**src/design/rtt_pkg.sv**
```systemverilog
// ----------------------------------------------------------------------------
// rtt_pkg: shared definitions for the request timeout table
// Request codes, status codes, sequencer states and compare unit types.
// ----------------------------------------------------------------------------
package rtt_pkg;

   localparam int TABLE_DEPTH_DEF = 32;
   localparam int HANDLE_BITS_DEF = 8;
   localparam int STORE_BITS_DEF  = 8;

   localparam int DEADLINE_BITS = 32;
   localparam int USER_BITS     = 8;
   localparam int IPC_BITS      = 31;

   localparam logic [2:0] OP_TICK      = 3'd0;
   localparam logic [2:0] OP_ADD       = 3'd1;
   localparam logic [2:0] OP_DEL_KEY   = 3'd2;
   localparam logic [2:0] OP_DEL_IDX   = 3'd3;
   localparam logic [2:0] OP_READ      = 3'd4;
   localparam logic [2:0] OP_DEL_STORE = 3'd5;

   localparam logic [1:0] STATUS_OK        = 2'd0;
   localparam logic [1:0] STATUS_NOT_FOUND = 2'd1;
   localparam logic [1:0] STATUS_FULL      = 2'd2;

   typedef enum logic [3:0] {
      ST_IDLE,
      ST_CMP_RD,
      ST_CMP_EV,
      ST_CMP_END,
      ST_INS_RD,
      ST_INS_EV,
      ST_GET_RD,
      ST_GET_EV,
      ST_DONE
   } state_type;

   typedef enum logic [1:0] {
      CMP_KEY,
      CMP_STORE,
      CMP_INDEX
   } cmp_mode_type;

   typedef struct packed {
      logic hit;
      logic later;
   } cmp_res_type;

endpackage

```
**src/design/rtt_ram.sv**
```systemverilog
// ----------------------------------------------------------------------------
// rtt_ram: generic single-write, single-read RAM
// One write port and one read port with registered read data.
// ----------------------------------------------------------------------------
module rtt_ram #(
   parameter int WIDTH = 8,
   parameter int DEPTH = 32
) (
   input  logic                     clock,
   input  logic                     we,
   input  logic [$clog2(DEPTH)-1:0] waddr,
   input  logic [WIDTH-1:0]         wdata,
   input  logic                     re,
   input  logic [$clog2(DEPTH)-1:0] raddr,
   output logic [WIDTH-1:0]         rdata
);

   logic [WIDTH-1:0] mem_ff [DEPTH];
   logic [WIDTH-1:0] rdata_ff;

   always_ff @(posedge clock) begin
      if (we) begin
         mem_ff[waddr] <= wdata;
      end
      if (re) begin
         rdata_ff <= mem_ff[raddr];
      end
   end

   assign rdata = rdata_ff;

endmodule

```
**src/design/rtt_cmp.sv**
```systemverilog
// ----------------------------------------------------------------------------
// rtt_cmp: shared compare unit
// Matches a table entry by key, by store or by index, and orders deadlines.
// ----------------------------------------------------------------------------
module rtt_cmp #(
   parameter int HANDLE_BITS = rtt_pkg::HANDLE_BITS_DEF,
   parameter int STORE_BITS  = rtt_pkg::STORE_BITS_DEF,
   parameter int INDEX_BITS  = 6
) (
   input  rtt_pkg::cmp_mode_type             mode,
   input  logic [HANDLE_BITS-1:0]            ent_handle,
   input  logic [STORE_BITS-1:0]             ent_store,
   input  logic [rtt_pkg::DEADLINE_BITS-1:0] ent_deadline,
   input  logic [INDEX_BITS-1:0]             ent_index,
   input  logic [HANDLE_BITS-1:0]            ref_handle,
   input  logic [STORE_BITS-1:0]             ref_store,
   input  logic [7:0]                        ref_index,
   input  logic [rtt_pkg::DEADLINE_BITS-1:0] ref_deadline,
   output rtt_pkg::cmp_res_type              res
);

   always_comb begin
      res.later = ent_deadline > ref_deadline;
      unique case (mode)
         rtt_pkg::CMP_KEY:   res.hit = (ent_handle == ref_handle) && (ent_store == ref_store);
         rtt_pkg::CMP_STORE: res.hit = ent_store == ref_store;
         rtt_pkg::CMP_INDEX: res.hit = 32'(ent_index) == 32'(ref_index);
         default:            res.hit = 1'b0;
      endcase
   end

endmodule

```
**src/design/request_timeout_table.sv**
```systemverilog
// ----------------------------------------------------------------------------
// request_timeout_table: outstanding requests sorted by deadline
// Sequencer around a one-write, one-read table RAM and a shared compare unit.
// ----------------------------------------------------------------------------
// One request word is handled at a time and the block stalls its input until
// the response word is staged. Every table read goes through the one RAM
// read port. Deletes, but for an index delete out of range, sweep all occupied
// entries. An add first sweeps for the key and then walks down from the top
// of the table to the insertion point, moving each later entry up by one. A
// response waits in an output register while the next request word is
// accepted.
// ----------------------------------------------------------------------------
module request_timeout_table #(
   parameter int TABLE_DEPTH = rtt_pkg::TABLE_DEPTH_DEF,
   parameter int HANDLE_BITS = rtt_pkg::HANDLE_BITS_DEF,
   parameter int STORE_BITS  = rtt_pkg::STORE_BITS_DEF
) (
   input  logic        clock,
   input  logic        reset,
   input  logic        req_valid,
   output logic        req_stall,
   input  logic [2:0]  req_type,
   input  logic [7:0]  req_handle_type,
   input  logic [7:0]  req_store_id,
   input  logic [7:0]  req_user_id,
   input  logic [30:0] req_ipc_code,
   input  logic [31:0] req_wait_time,
   input  logic [7:0]  req_position,
   output logic        rsp_valid,
   input  logic        rsp_stall,
   output logic [1:0]  rsp_status,
   output logic [7:0]  rsp_entry_handle,
   output logic [7:0]  rsp_entry_store,
   output logic [7:0]  rsp_entry_user,
   output logic [30:0] rsp_entry_ipc,
   output logic [31:0] rsp_entry_deadline,
   output logic [5:0]  rsp_entry_total,
   output logic        rsp_timer_running,
   output logic [5:0]  rsp_removed_total
);

   localparam int AW     = $clog2(TABLE_DEPTH);
   localparam int CW     = $clog2(TABLE_DEPTH + 1);
   localparam int DLB    = rtt_pkg::DEADLINE_BITS;
   localparam int IPC_LO = 0;
   localparam int USR_LO = IPC_LO + rtt_pkg::IPC_BITS;
   localparam int HND_LO = USR_LO + rtt_pkg::USER_BITS;
   localparam int STO_LO = HND_LO + HANDLE_BITS;
   localparam int DL_LO  = STO_LO + STORE_BITS;
   localparam int EW     = DL_LO + DLB;

   rtt_pkg::state_type    state_ff, state_in;
   rtt_pkg::cmp_mode_type mode_ff, mode_in;
   rtt_pkg::cmp_res_type  cmp_res;

   logic [CW-1:0]          occ_ff, occ_in, rd_ff, rd_in, wr_ff, wr_in, rem_ff, rem_in;
   logic [CW-1:0]          occ_new;
   logic [DLB-1:0]         beat_ff, beat_in, dl_ff, dl_in;
   logic                   run_ff, run_in, found_ff, found_in;
   logic [2:0]             op_ff, op_in;
   logic [HANDLE_BITS-1:0] hnd_ff, hnd_in;
   logic [STORE_BITS-1:0]  sto_ff, sto_in;
   logic [7:0]             usr_ff, usr_in, pos_ff, pos_in;
   logic [30:0]            ipc_ff, ipc_in;
   logic [31:0]            wait_ff, wait_in;
   logic [1:0]             status_ff, status_in;
   logic [EW-1:0]          get_ff, get_in;
   logic                   get_ok_ff, get_ok_in;

   logic                   rsp_valid_ff, rsp_valid_in;
   logic [1:0]             rsp_status_ff, rsp_status_in;
   logic [7:0]             rsp_handle_ff, rsp_handle_in;
   logic [7:0]             rsp_store_ff, rsp_store_in;
   logic [7:0]             rsp_user_ff, rsp_user_in;
   logic [30:0]            rsp_ipc_ff, rsp_ipc_in;
   logic [31:0]            rsp_dl_ff, rsp_dl_in;
   logic [5:0]             rsp_total_ff, rsp_total_in;
   logic                   rsp_run_ff, rsp_run_in;
   logic [5:0]             rsp_rem_ff, rsp_rem_in;

   logic                   accept, pos_ok, rsp_free;
   logic                   ram_we, ram_re;
   logic [AW-1:0]          ram_waddr, ram_raddr;
   logic [EW-1:0]          ram_wdata, ram_rdata, new_entry;

   assign accept   = req_valid && (state_ff == rtt_pkg::ST_IDLE);
   assign pos_ok   = 32'(req_position) < 32'(occ_ff);
   assign rsp_free = !rsp_valid_ff || !rsp_stall;
   assign occ_new  = occ_ff - rem_ff;
   assign new_entry = {dl_ff, sto_ff, hnd_ff, usr_ff, ipc_ff};

   rtt_ram #(
      .WIDTH (EW),
      .DEPTH (TABLE_DEPTH)
   ) u_ram (
      .clock (clock),
      .we    (ram_we),
      .waddr (ram_waddr),
      .wdata (ram_wdata),
      .re    (ram_re),
      .raddr (ram_raddr),
      .rdata (ram_rdata)
   );

   rtt_cmp #(
      .HANDLE_BITS (HANDLE_BITS),
      .STORE_BITS  (STORE_BITS),
      .INDEX_BITS  (CW)
   ) u_cmp (
      .mode         (mode_ff),
      .ent_handle   (ram_rdata[HND_LO +: HANDLE_BITS]),
      .ent_store    (ram_rdata[STO_LO +: STORE_BITS]),
      .ent_deadline (ram_rdata[DL_LO +: DLB]),
      .ent_index    (rd_ff),
      .ref_handle   (hnd_ff),
      .ref_store    (sto_ff),
      .ref_index    (pos_ff),
      .ref_deadline (dl_ff),
      .res          (cmp_res)
   );

   // Next state.
   always_comb begin
      state_in = state_ff;
      unique case (state_ff)
         rtt_pkg::ST_IDLE: begin
            if (accept) begin
               case (req_type)
                  rtt_pkg::OP_ADD, rtt_pkg::OP_DEL_KEY, rtt_pkg::OP_DEL_STORE:
                     state_in = rtt_pkg::ST_CMP_RD;
                  rtt_pkg::OP_DEL_IDX:
                     state_in = pos_ok ? rtt_pkg::ST_CMP_RD : rtt_pkg::ST_DONE;
                  rtt_pkg::OP_READ:
                     state_in = pos_ok ? rtt_pkg::ST_GET_RD : rtt_pkg::ST_DONE;
                  default:
                     state_in = rtt_pkg::ST_DONE;
               endcase
            end
         end
         rtt_pkg::ST_CMP_RD:
            state_in = (rd_ff < occ_ff) ? rtt_pkg::ST_CMP_EV : rtt_pkg::ST_CMP_END;
         rtt_pkg::ST_CMP_EV:
            state_in = rtt_pkg::ST_CMP_RD;
         rtt_pkg::ST_CMP_END: begin
            if ((op_ff == rtt_pkg::OP_ADD) &&
                (found_ff || (32'(occ_new) < 32'(TABLE_DEPTH)))) begin
               state_in = rtt_pkg::ST_INS_RD;
            end else begin
               state_in = rtt_pkg::ST_DONE;
            end
         end
         rtt_pkg::ST_INS_RD:
            state_in = (rd_ff == '0) ? rtt_pkg::ST_DONE : rtt_pkg::ST_INS_EV;
         rtt_pkg::ST_INS_EV:
            state_in = cmp_res.later ? rtt_pkg::ST_INS_RD : rtt_pkg::ST_DONE;
         rtt_pkg::ST_GET_RD:
            state_in = rtt_pkg::ST_GET_EV;
         rtt_pkg::ST_GET_EV:
            state_in = rtt_pkg::ST_DONE;
         rtt_pkg::ST_DONE:
            state_in = rsp_free ? rtt_pkg::ST_IDLE : rtt_pkg::ST_DONE;
         default:
            state_in = rtt_pkg::ST_IDLE;
      endcase
   end

   // Table RAM controls.
   always_comb begin
      ram_we    = 1'b0;
      ram_waddr = wr_ff[AW-1:0];
      ram_wdata = ram_rdata;
      ram_re    = 1'b0;
      ram_raddr = rd_ff[AW-1:0];
      unique case (state_ff)
         rtt_pkg::ST_CMP_RD: begin
            ram_re = rd_ff < occ_ff;
         end
         rtt_pkg::ST_CMP_EV: begin
            ram_we = !cmp_res.hit;
         end
         rtt_pkg::ST_INS_RD: begin
            if (rd_ff == '0) begin
               ram_we    = 1'b1;
               ram_waddr = '0;
               ram_wdata = new_entry;
            end else begin
               ram_re    = 1'b1;
               ram_raddr = AW'(rd_ff - CW'(1));
            end
         end
         rtt_pkg::ST_INS_EV: begin
            ram_we    = 1'b1;
            ram_waddr = rd_ff[AW-1:0];
            ram_wdata = cmp_res.later ? ram_rdata : new_entry;
         end
         rtt_pkg::ST_GET_RD: begin
            ram_re    = 1'b1;
            ram_raddr = AW'(pos_ff);
         end
         default: begin
            ram_we = 1'b0;
         end
      endcase
   end

   // Datapath next values.
   always_comb begin
      occ_in    = occ_ff;
      beat_in   = beat_ff;
      run_in    = run_ff;
      rd_in     = rd_ff;
      wr_in     = wr_ff;
      rem_in    = rem_ff;
      found_in  = found_ff;
      dl_in     = dl_ff;
      mode_in   = mode_ff;
      op_in     = op_ff;
      hnd_in    = hnd_ff;
      sto_in    = sto_ff;
      usr_in    = usr_ff;
      pos_in    = pos_ff;
      ipc_in    = ipc_ff;
      wait_in   = wait_ff;
      status_in = status_ff;
      get_in    = get_ff;
      get_ok_in = get_ok_ff;

      rsp_valid_in  = rsp_valid_ff && rsp_stall;
      rsp_status_in = rsp_status_ff;
      rsp_handle_in = rsp_handle_ff;
      rsp_store_in  = rsp_store_ff;
      rsp_user_in   = rsp_user_ff;
      rsp_ipc_in    = rsp_ipc_ff;
      rsp_dl_in     = rsp_dl_ff;
      rsp_total_in  = rsp_total_ff;
      rsp_run_in    = rsp_run_ff;
      rsp_rem_in    = rsp_rem_ff;

      unique case (state_ff)
         rtt_pkg::ST_IDLE: begin
            if (accept) begin
               op_in     = req_type;
               hnd_in    = HANDLE_BITS'(req_handle_type);
               sto_in    = STORE_BITS'(req_store_id);
               usr_in    = req_user_id;
               ipc_in    = req_ipc_code;
               wait_in   = req_wait_time;
               pos_in    = req_position;
               rd_in     = '0;
               wr_in     = '0;
               rem_in    = '0;
               found_in  = 1'b0;
               get_ok_in = 1'b0;
               status_in = rtt_pkg::STATUS_OK;
               case (req_type)
                  rtt_pkg::OP_TICK: begin
                     if (run_ff) begin
                        beat_in = beat_ff + DLB'(1);
                     end
                  end
                  rtt_pkg::OP_DEL_IDX: begin
                     mode_in = rtt_pkg::CMP_INDEX;
                     if (!pos_ok) begin
                        status_in = rtt_pkg::STATUS_NOT_FOUND;
                     end
                  end
                  rtt_pkg::OP_READ: begin
                     if (!pos_ok) begin
                        status_in = rtt_pkg::STATUS_NOT_FOUND;
                     end
                  end
                  rtt_pkg::OP_DEL_STORE: mode_in = rtt_pkg::CMP_STORE;
                  default:               mode_in = rtt_pkg::CMP_KEY;
               endcase
            end
         end
         rtt_pkg::ST_CMP_EV: begin
            rd_in = rd_ff + CW'(1);
            if (cmp_res.hit) begin
               rem_in = rem_ff + CW'(1);
               // A re-armed entry keeps the request code it was first added with.
               if ((mode_ff == rtt_pkg::CMP_KEY) && (op_ff == rtt_pkg::OP_ADD)) begin
                  found_in = 1'b1;
                  ipc_in   = ram_rdata[IPC_LO +: rtt_pkg::IPC_BITS];
               end else begin
                  found_in = 1'b1;
               end
            end else begin
               wr_in = wr_ff + CW'(1);
            end
         end
         rtt_pkg::ST_CMP_END: begin
            occ_in = occ_new;
            if (occ_new == '0) begin
               beat_in = '0;
               run_in  = 1'b0;
            end
            if ((op_ff == rtt_pkg::OP_DEL_KEY) && !found_ff) begin
               status_in = rtt_pkg::STATUS_NOT_FOUND;
            end
            if (op_ff == rtt_pkg::OP_ADD) begin
               if (found_ff || (32'(occ_new) < 32'(TABLE_DEPTH))) begin
                  rd_in = occ_new;
                  if (occ_new == '0) begin
                     run_in = 1'b1;
                     dl_in  = wait_ff;
                  end else begin
                     dl_in  = beat_ff + wait_ff;
                  end
               end else begin
                  status_in = rtt_pkg::STATUS_FULL;
               end
            end
         end
         rtt_pkg::ST_INS_RD: begin
            if (rd_ff == '0) begin
               occ_in = occ_ff + CW'(1);
            end
         end
         rtt_pkg::ST_INS_EV: begin
            if (cmp_res.later) begin
               rd_in = rd_ff - CW'(1);
            end else begin
               occ_in = occ_ff + CW'(1);
            end
         end
         rtt_pkg::ST_GET_EV: begin
            get_in    = ram_rdata;
            get_ok_in = 1'b1;
         end
         rtt_pkg::ST_DONE: begin
            if (rsp_free) begin
               rsp_valid_in  = 1'b1;
               rsp_status_in = status_ff;
               rsp_handle_in = get_ok_ff ? 8'(get_ff[HND_LO +: HANDLE_BITS]) : '0;
               rsp_store_in  = get_ok_ff ? 8'(get_ff[STO_LO +: STORE_BITS]) : '0;
               rsp_user_in   = get_ok_ff ? get_ff[USR_LO +: rtt_pkg::USER_BITS] : '0;
               rsp_ipc_in    = get_ok_ff ? get_ff[IPC_LO +: rtt_pkg::IPC_BITS] : '0;
               rsp_dl_in     = get_ok_ff ? get_ff[DL_LO +: DLB] : '0;
               rsp_total_in  = 6'(occ_ff);
               rsp_run_in    = run_ff;
               rsp_rem_in    = (op_ff == rtt_pkg::OP_ADD) ? 6'd0 : 6'(rem_ff);
            end
         end
         default: begin
            rd_in = rd_ff;
         end
      endcase
   end

   always_ff @(posedge clock) begin
      if (reset) begin
         state_ff     <= rtt_pkg::ST_IDLE;
         occ_ff       <= '0;
         beat_ff      <= '0;
         run_ff       <= 1'b0;
         rsp_valid_ff <= 1'b0;
      end else begin
         state_ff     <= state_in;
         occ_ff       <= occ_in;
         beat_ff      <= beat_in;
         run_ff       <= run_in;
         rsp_valid_ff <= rsp_valid_in;
      end
   end

   always_ff @(posedge clock) begin
      rd_ff         <= rd_in;
      wr_ff         <= wr_in;
      rem_ff        <= rem_in;
      found_ff      <= found_in;
      dl_ff         <= dl_in;
      mode_ff       <= mode_in;
      op_ff         <= op_in;
      hnd_ff        <= hnd_in;
      sto_ff        <= sto_in;
      usr_ff        <= usr_in;
      pos_ff        <= pos_in;
      ipc_ff        <= ipc_in;
      wait_ff       <= wait_in;
      status_ff     <= status_in;
      get_ff        <= get_in;
      get_ok_ff     <= get_ok_in;
      rsp_status_ff <= rsp_status_in;
      rsp_handle_ff <= rsp_handle_in;
      rsp_store_ff  <= rsp_store_in;
      rsp_user_ff   <= rsp_user_in;
      rsp_ipc_ff    <= rsp_ipc_in;
      rsp_dl_ff     <= rsp_dl_in;
      rsp_total_ff  <= rsp_total_in;
      rsp_run_ff    <= rsp_run_in;
      rsp_rem_ff    <= rsp_rem_in;
   end

   assign req_stall          = state_ff != rtt_pkg::ST_IDLE;
   assign rsp_valid          = rsp_valid_ff;
   assign rsp_status         = rsp_status_ff;
   assign rsp_entry_handle   = rsp_handle_ff;
   assign rsp_entry_store    = rsp_store_ff;
   assign rsp_entry_user     = rsp_user_ff;
   assign rsp_entry_ipc      = rsp_ipc_ff;
   assign rsp_entry_deadline = rsp_dl_ff;
   assign rsp_entry_total    = rsp_total_ff;
   assign rsp_timer_running  = rsp_run_ff;
   assign rsp_removed_total  = rsp_rem_ff;

endmodule

```
**config.mk**
```make
export PLATFORM = sky130hd
export DESIGN_NAME = request_timeout_table
export DESIGN_NICKNAME = d
export VERILOG_FILES = /design/src/design/rtt_pkg.sv /design/src/design/rtt_ram.sv /design/src/design/rtt_cmp.sv /design/src/design/request_timeout_table.sv
export SDC_FILE = /design/constraint.sdc
export NUM_CORES = 2
export LEC_CHECK = 0
export BUFFER_PORTS_ARGS = -buffer_cell sky130_fd_sc_hd__buf_2
export CAP_MARGIN = 10
export CORE_AREA = 3 3 506 508
export DETAILED_ROUTE_END_ITERATION = 10
export DIE_AREA = 0 0 509 511
export PLACE_DENSITY_LB_ADDON = 0.12
export SLEW_MARGIN = 40
export SYNTH_ARGS = -nofsm -noshare
export SYNTH_HDL_FRONTEND = slang
export SYNTH_SLANG_ARGS = --single-unit
export TNS_END_PERCENT = 20
```
**constraint.sdc**
```tcl
create_clock -name clock -period 12.6 [get_ports clock]
set_input_delay 1.89 -clock clock [delete_from_list [all_inputs] [get_ports clock]]
set_output_delay 1.89 -clock clock [all_outputs]
set_load 0.01 [all_outputs]
```
==> results.toml <==
[pwr]
p_comb_share_pct = 13.1
pwr-share-clk_pct = 38.3
p_switching_w = 0.006147
p_leak_nw = 45.89
p_sw_share_pct = 24.18
p_int_w = 0.01927
pwr-share-seq_pct = 48.6
power_density_nw_per_um2 = 176.1
ir_drop_uv = 148.6

[yosys]
async_reset_ff_share_pct = 0
ys_seq_area_share_pct = 77.31
ys_ff_latch = 3257
ys.flop_type = "edfxtp_1"
syn_area_per_cell_um2 = 20.83
yosysTopAreaCell = "edfxtp_1"
synth_edf_count = 3213
syn_inst = 6047
netlist_top_cells_area = "edfxtp_1, mux4_2, o22ai_1"
syn_area_um2 = 125900
netlist_top_cells_count = "edfxtp_1, mux4_2, o22ai_1, nand2_1, inv_1"
synthDominantCellAreaShare_pct = 76.61
yosysMostFrequentCell = "edfxtp_1"
yosysWarningCount = 0
synth_cell_types = 79
synth_nets = 6235

[cts]
cts-root-buf = "clkbuf_16"
h-tree-depth = 5
cts_resized = 0
cts.sinks = 3257
postCtsSetupBuffers = 0
clk_path_buf_depth = 4
path_clk_slew_ps = 60
clk_latency_ps = 950
cts_tree = "built"
cts_hold_buf = 0
numCtsBuffers = 351

[worst_setup_path]
worstPathRequired_ps = 13210
cp-start-kind = "flip-flop"
critPathCaptureType = "flip-flop"
arrival_ps = 6130
reg2regPathDepth = 12
reg2reg_to = "u_ram.rdata[83]"
critical_path_class = "flip-flop to flip-flop"
critPathMaxFanout = 39
rrSetupSlack_ps = 7090
timing.rr.start = "rd_ff[0]"

[die]
die_w_um = 509
initial_core_util_pct = 50.05
row_count = 184
fp.dieH_um = 511
core_area_um2 = 251600
die-area_um2 = 260100
ios = 206

[grt]
antenna_found_initial = 10
grt_max_degree = 117
grt_pass1_vias = 63390
grt_pass1_wl_mm = 469.5
grt_usage_pct = 25.19
overflow = 0

[drt]
drtAntennaViolNets = 0
dr.pass1.iters = 5
drc = 0
vias = 63920
vias_per_cell = 6.297
first_iter_violations = 7676
drt_wl_total_mm = 329.1
detail_route.wl_per_cell_um = 32.42

[placement]
dp_hpwl_mm = 170.7
gp_congestion = 0.8005
port-buffer-count = 205

[hold_path]
hold_start = "u_ram.rdata[1]"
min_to = "get_ff[1]"
holdPathStages = 0
hold_class = "flip-flop to flip-flop"

[cells_and_area]
nets = 6735
area.growth.synth_to_final_pct = 14.62
fill_cells = 18470
drive_gt1_share_pct = 26.42

[sta]
setup_tns_ps = 0
drv_slew = 0
tightestPinTransition_ps = 927.8
rsz0062_at_grt = "no"
period_share_pct = 43.77
final_hold_viol_count = 0
layout_min_cycle_time_ps = 5515
fin_worst_skew_ps = 54.61
setup_violations = 0
holdWs_ps = 452.4
slew_headroom_pct = 38.15
fmax_mhz = 181.3

[flow_run]
maxCapViolCount = 0

[outcome]
status = "finished, final reports clean"
-- critical path, stage by stage, from the launching register on --
cell	delay, ps
edfxtp_1	610
inv_1	160
ha_1	280
nor3b_1	170
xnor2_1	180
o311ai_0	380
o21a_1	480
nor2_1	210
nand2_4	540
buf_4	790
buf_4	420
o22ai_1	180
nor4_2	700
-- layout make-up --
cell class                      instances  area [um^2]  share of cell area (%)
Sequential cell                      3257        97360                   67.45
Multi-Input combinational cell       2328        27470                   19.03
Clock buffer                          406         9085                   6.294
Tap cell                             3348         4189                   2.902
Timing Repair Buffer                  445         3964                   2.746
Clock inverter                        198         1652                   1.144
Inverter                              164        616.8                  0.4273
Antenna cell                            5        12.51                0.008668
-- sequential cells by signal, indices dropped and copies added, names as in the netlist, 31 cells and up, named ones only --
register and count:
u_ram.rdata 87, dl_ff 32, wait_ff 32, beat_ff 32
ipc_ff 31, u_ram.mem_ff 2784, rsp_entry_ipc 31, get_ff 87
rsp_entry_deadline 32
-- metrics by stage --
stage | power (W) | std cells | setup slack, ps | area, um^2 | utilization [%]
after floorplan | 0.01483 | 6047 | 5156 | 125900 | -
after global placement | 0.01584 | 9480 | 6966 | 132000 | 52.47
after detailed placement | 0.01589 | 9516 | 7087 | 133200 | 52.93
after CTS | 0.02558 | 10120 | 7052 | 143900 | 57.19
after global routing | 0.02623 | 10150 | 6661 | 144300 | 57.36
final | 0.02542 | 10150 | 7085 | 144400 | 57.37
-- power groups by stage --
| stage | Clock [W] | Combinational, W | Sequential [W] |
|---|---|---|---|
| finish | 0.00973 | 0.00333 | 0.0123 |
| global placement | 0 | 0.00327 | 0.0126 |
| detailed placement | 0 | 0.00332 | 0.0126 |
| global route | 0.0103 | 0.00356 | 0.0124 |
| floorplan | 0 | 0.00227 | 0.0126 |
| CTS | 0.00990 | 0.00334 | 0.0123 |
-- how the worst max path moves through the flow --
stage,start,to,slack [ps]
floorplan,req_valid,ipc_ff[0],5160
global placement,rd_ff[0],u_ram.rdata[7],6970
detailed placement,rd_ff[0],u_ram.rdata[8],7090
CTS,rd_ff[0],u_ram.rdata[7],7050
global route,rd_ff[0],u_ram.rdata[9],6660
finish,rd_ff[0],u_ram.rdata[83],7090
-- metal layers --
layer,vias to the layer above,track usage [%],routed length (um)
met5,-,0,0
met4,0,5.236,6607
met3,457,3.969,24410
met2,2754,38.77,154600
met1,34560,38.60,143600
li1,26150,-,-
-- cells by family (layout without fill, tap and decap cells) --
logic type | count (synthesis) | after routing | synth area share, %
muxes | 803 | 803 | 13.22
other | 0 | 5 | 0
DFF | 3257 | 3257 | 77.31
buffers and inverters | 462 | 1213 | 1.768
adders and majority gates | 86 | 86 | 0.8663
and+or+nand+nor | 688 | 688 | 2.868
xor gates and xnor gates | 86 | 86 | 0.5981
AOI/OAI and AO/OA | 665 | 665 | 3.371
-- cell usage in the layout (no fill, tap or decap), drive strengths merged, types with 24 or more instances in the layout --
master and n:
bufinv 25, o21ai 85, clkinv 156, nor2 148
inv 171, xor2 29, a21oi 77, buf 445
edfxtp 3213, mux4 688, and2 97, mux2i 111
dfxtp 44, clkbuf 406, nor3 24, nand2 202
nand3 35, o22ai 355, a211oi 24, nor4 99
ha 84, xnor2 57
Power figures use the tool's default switching activity.
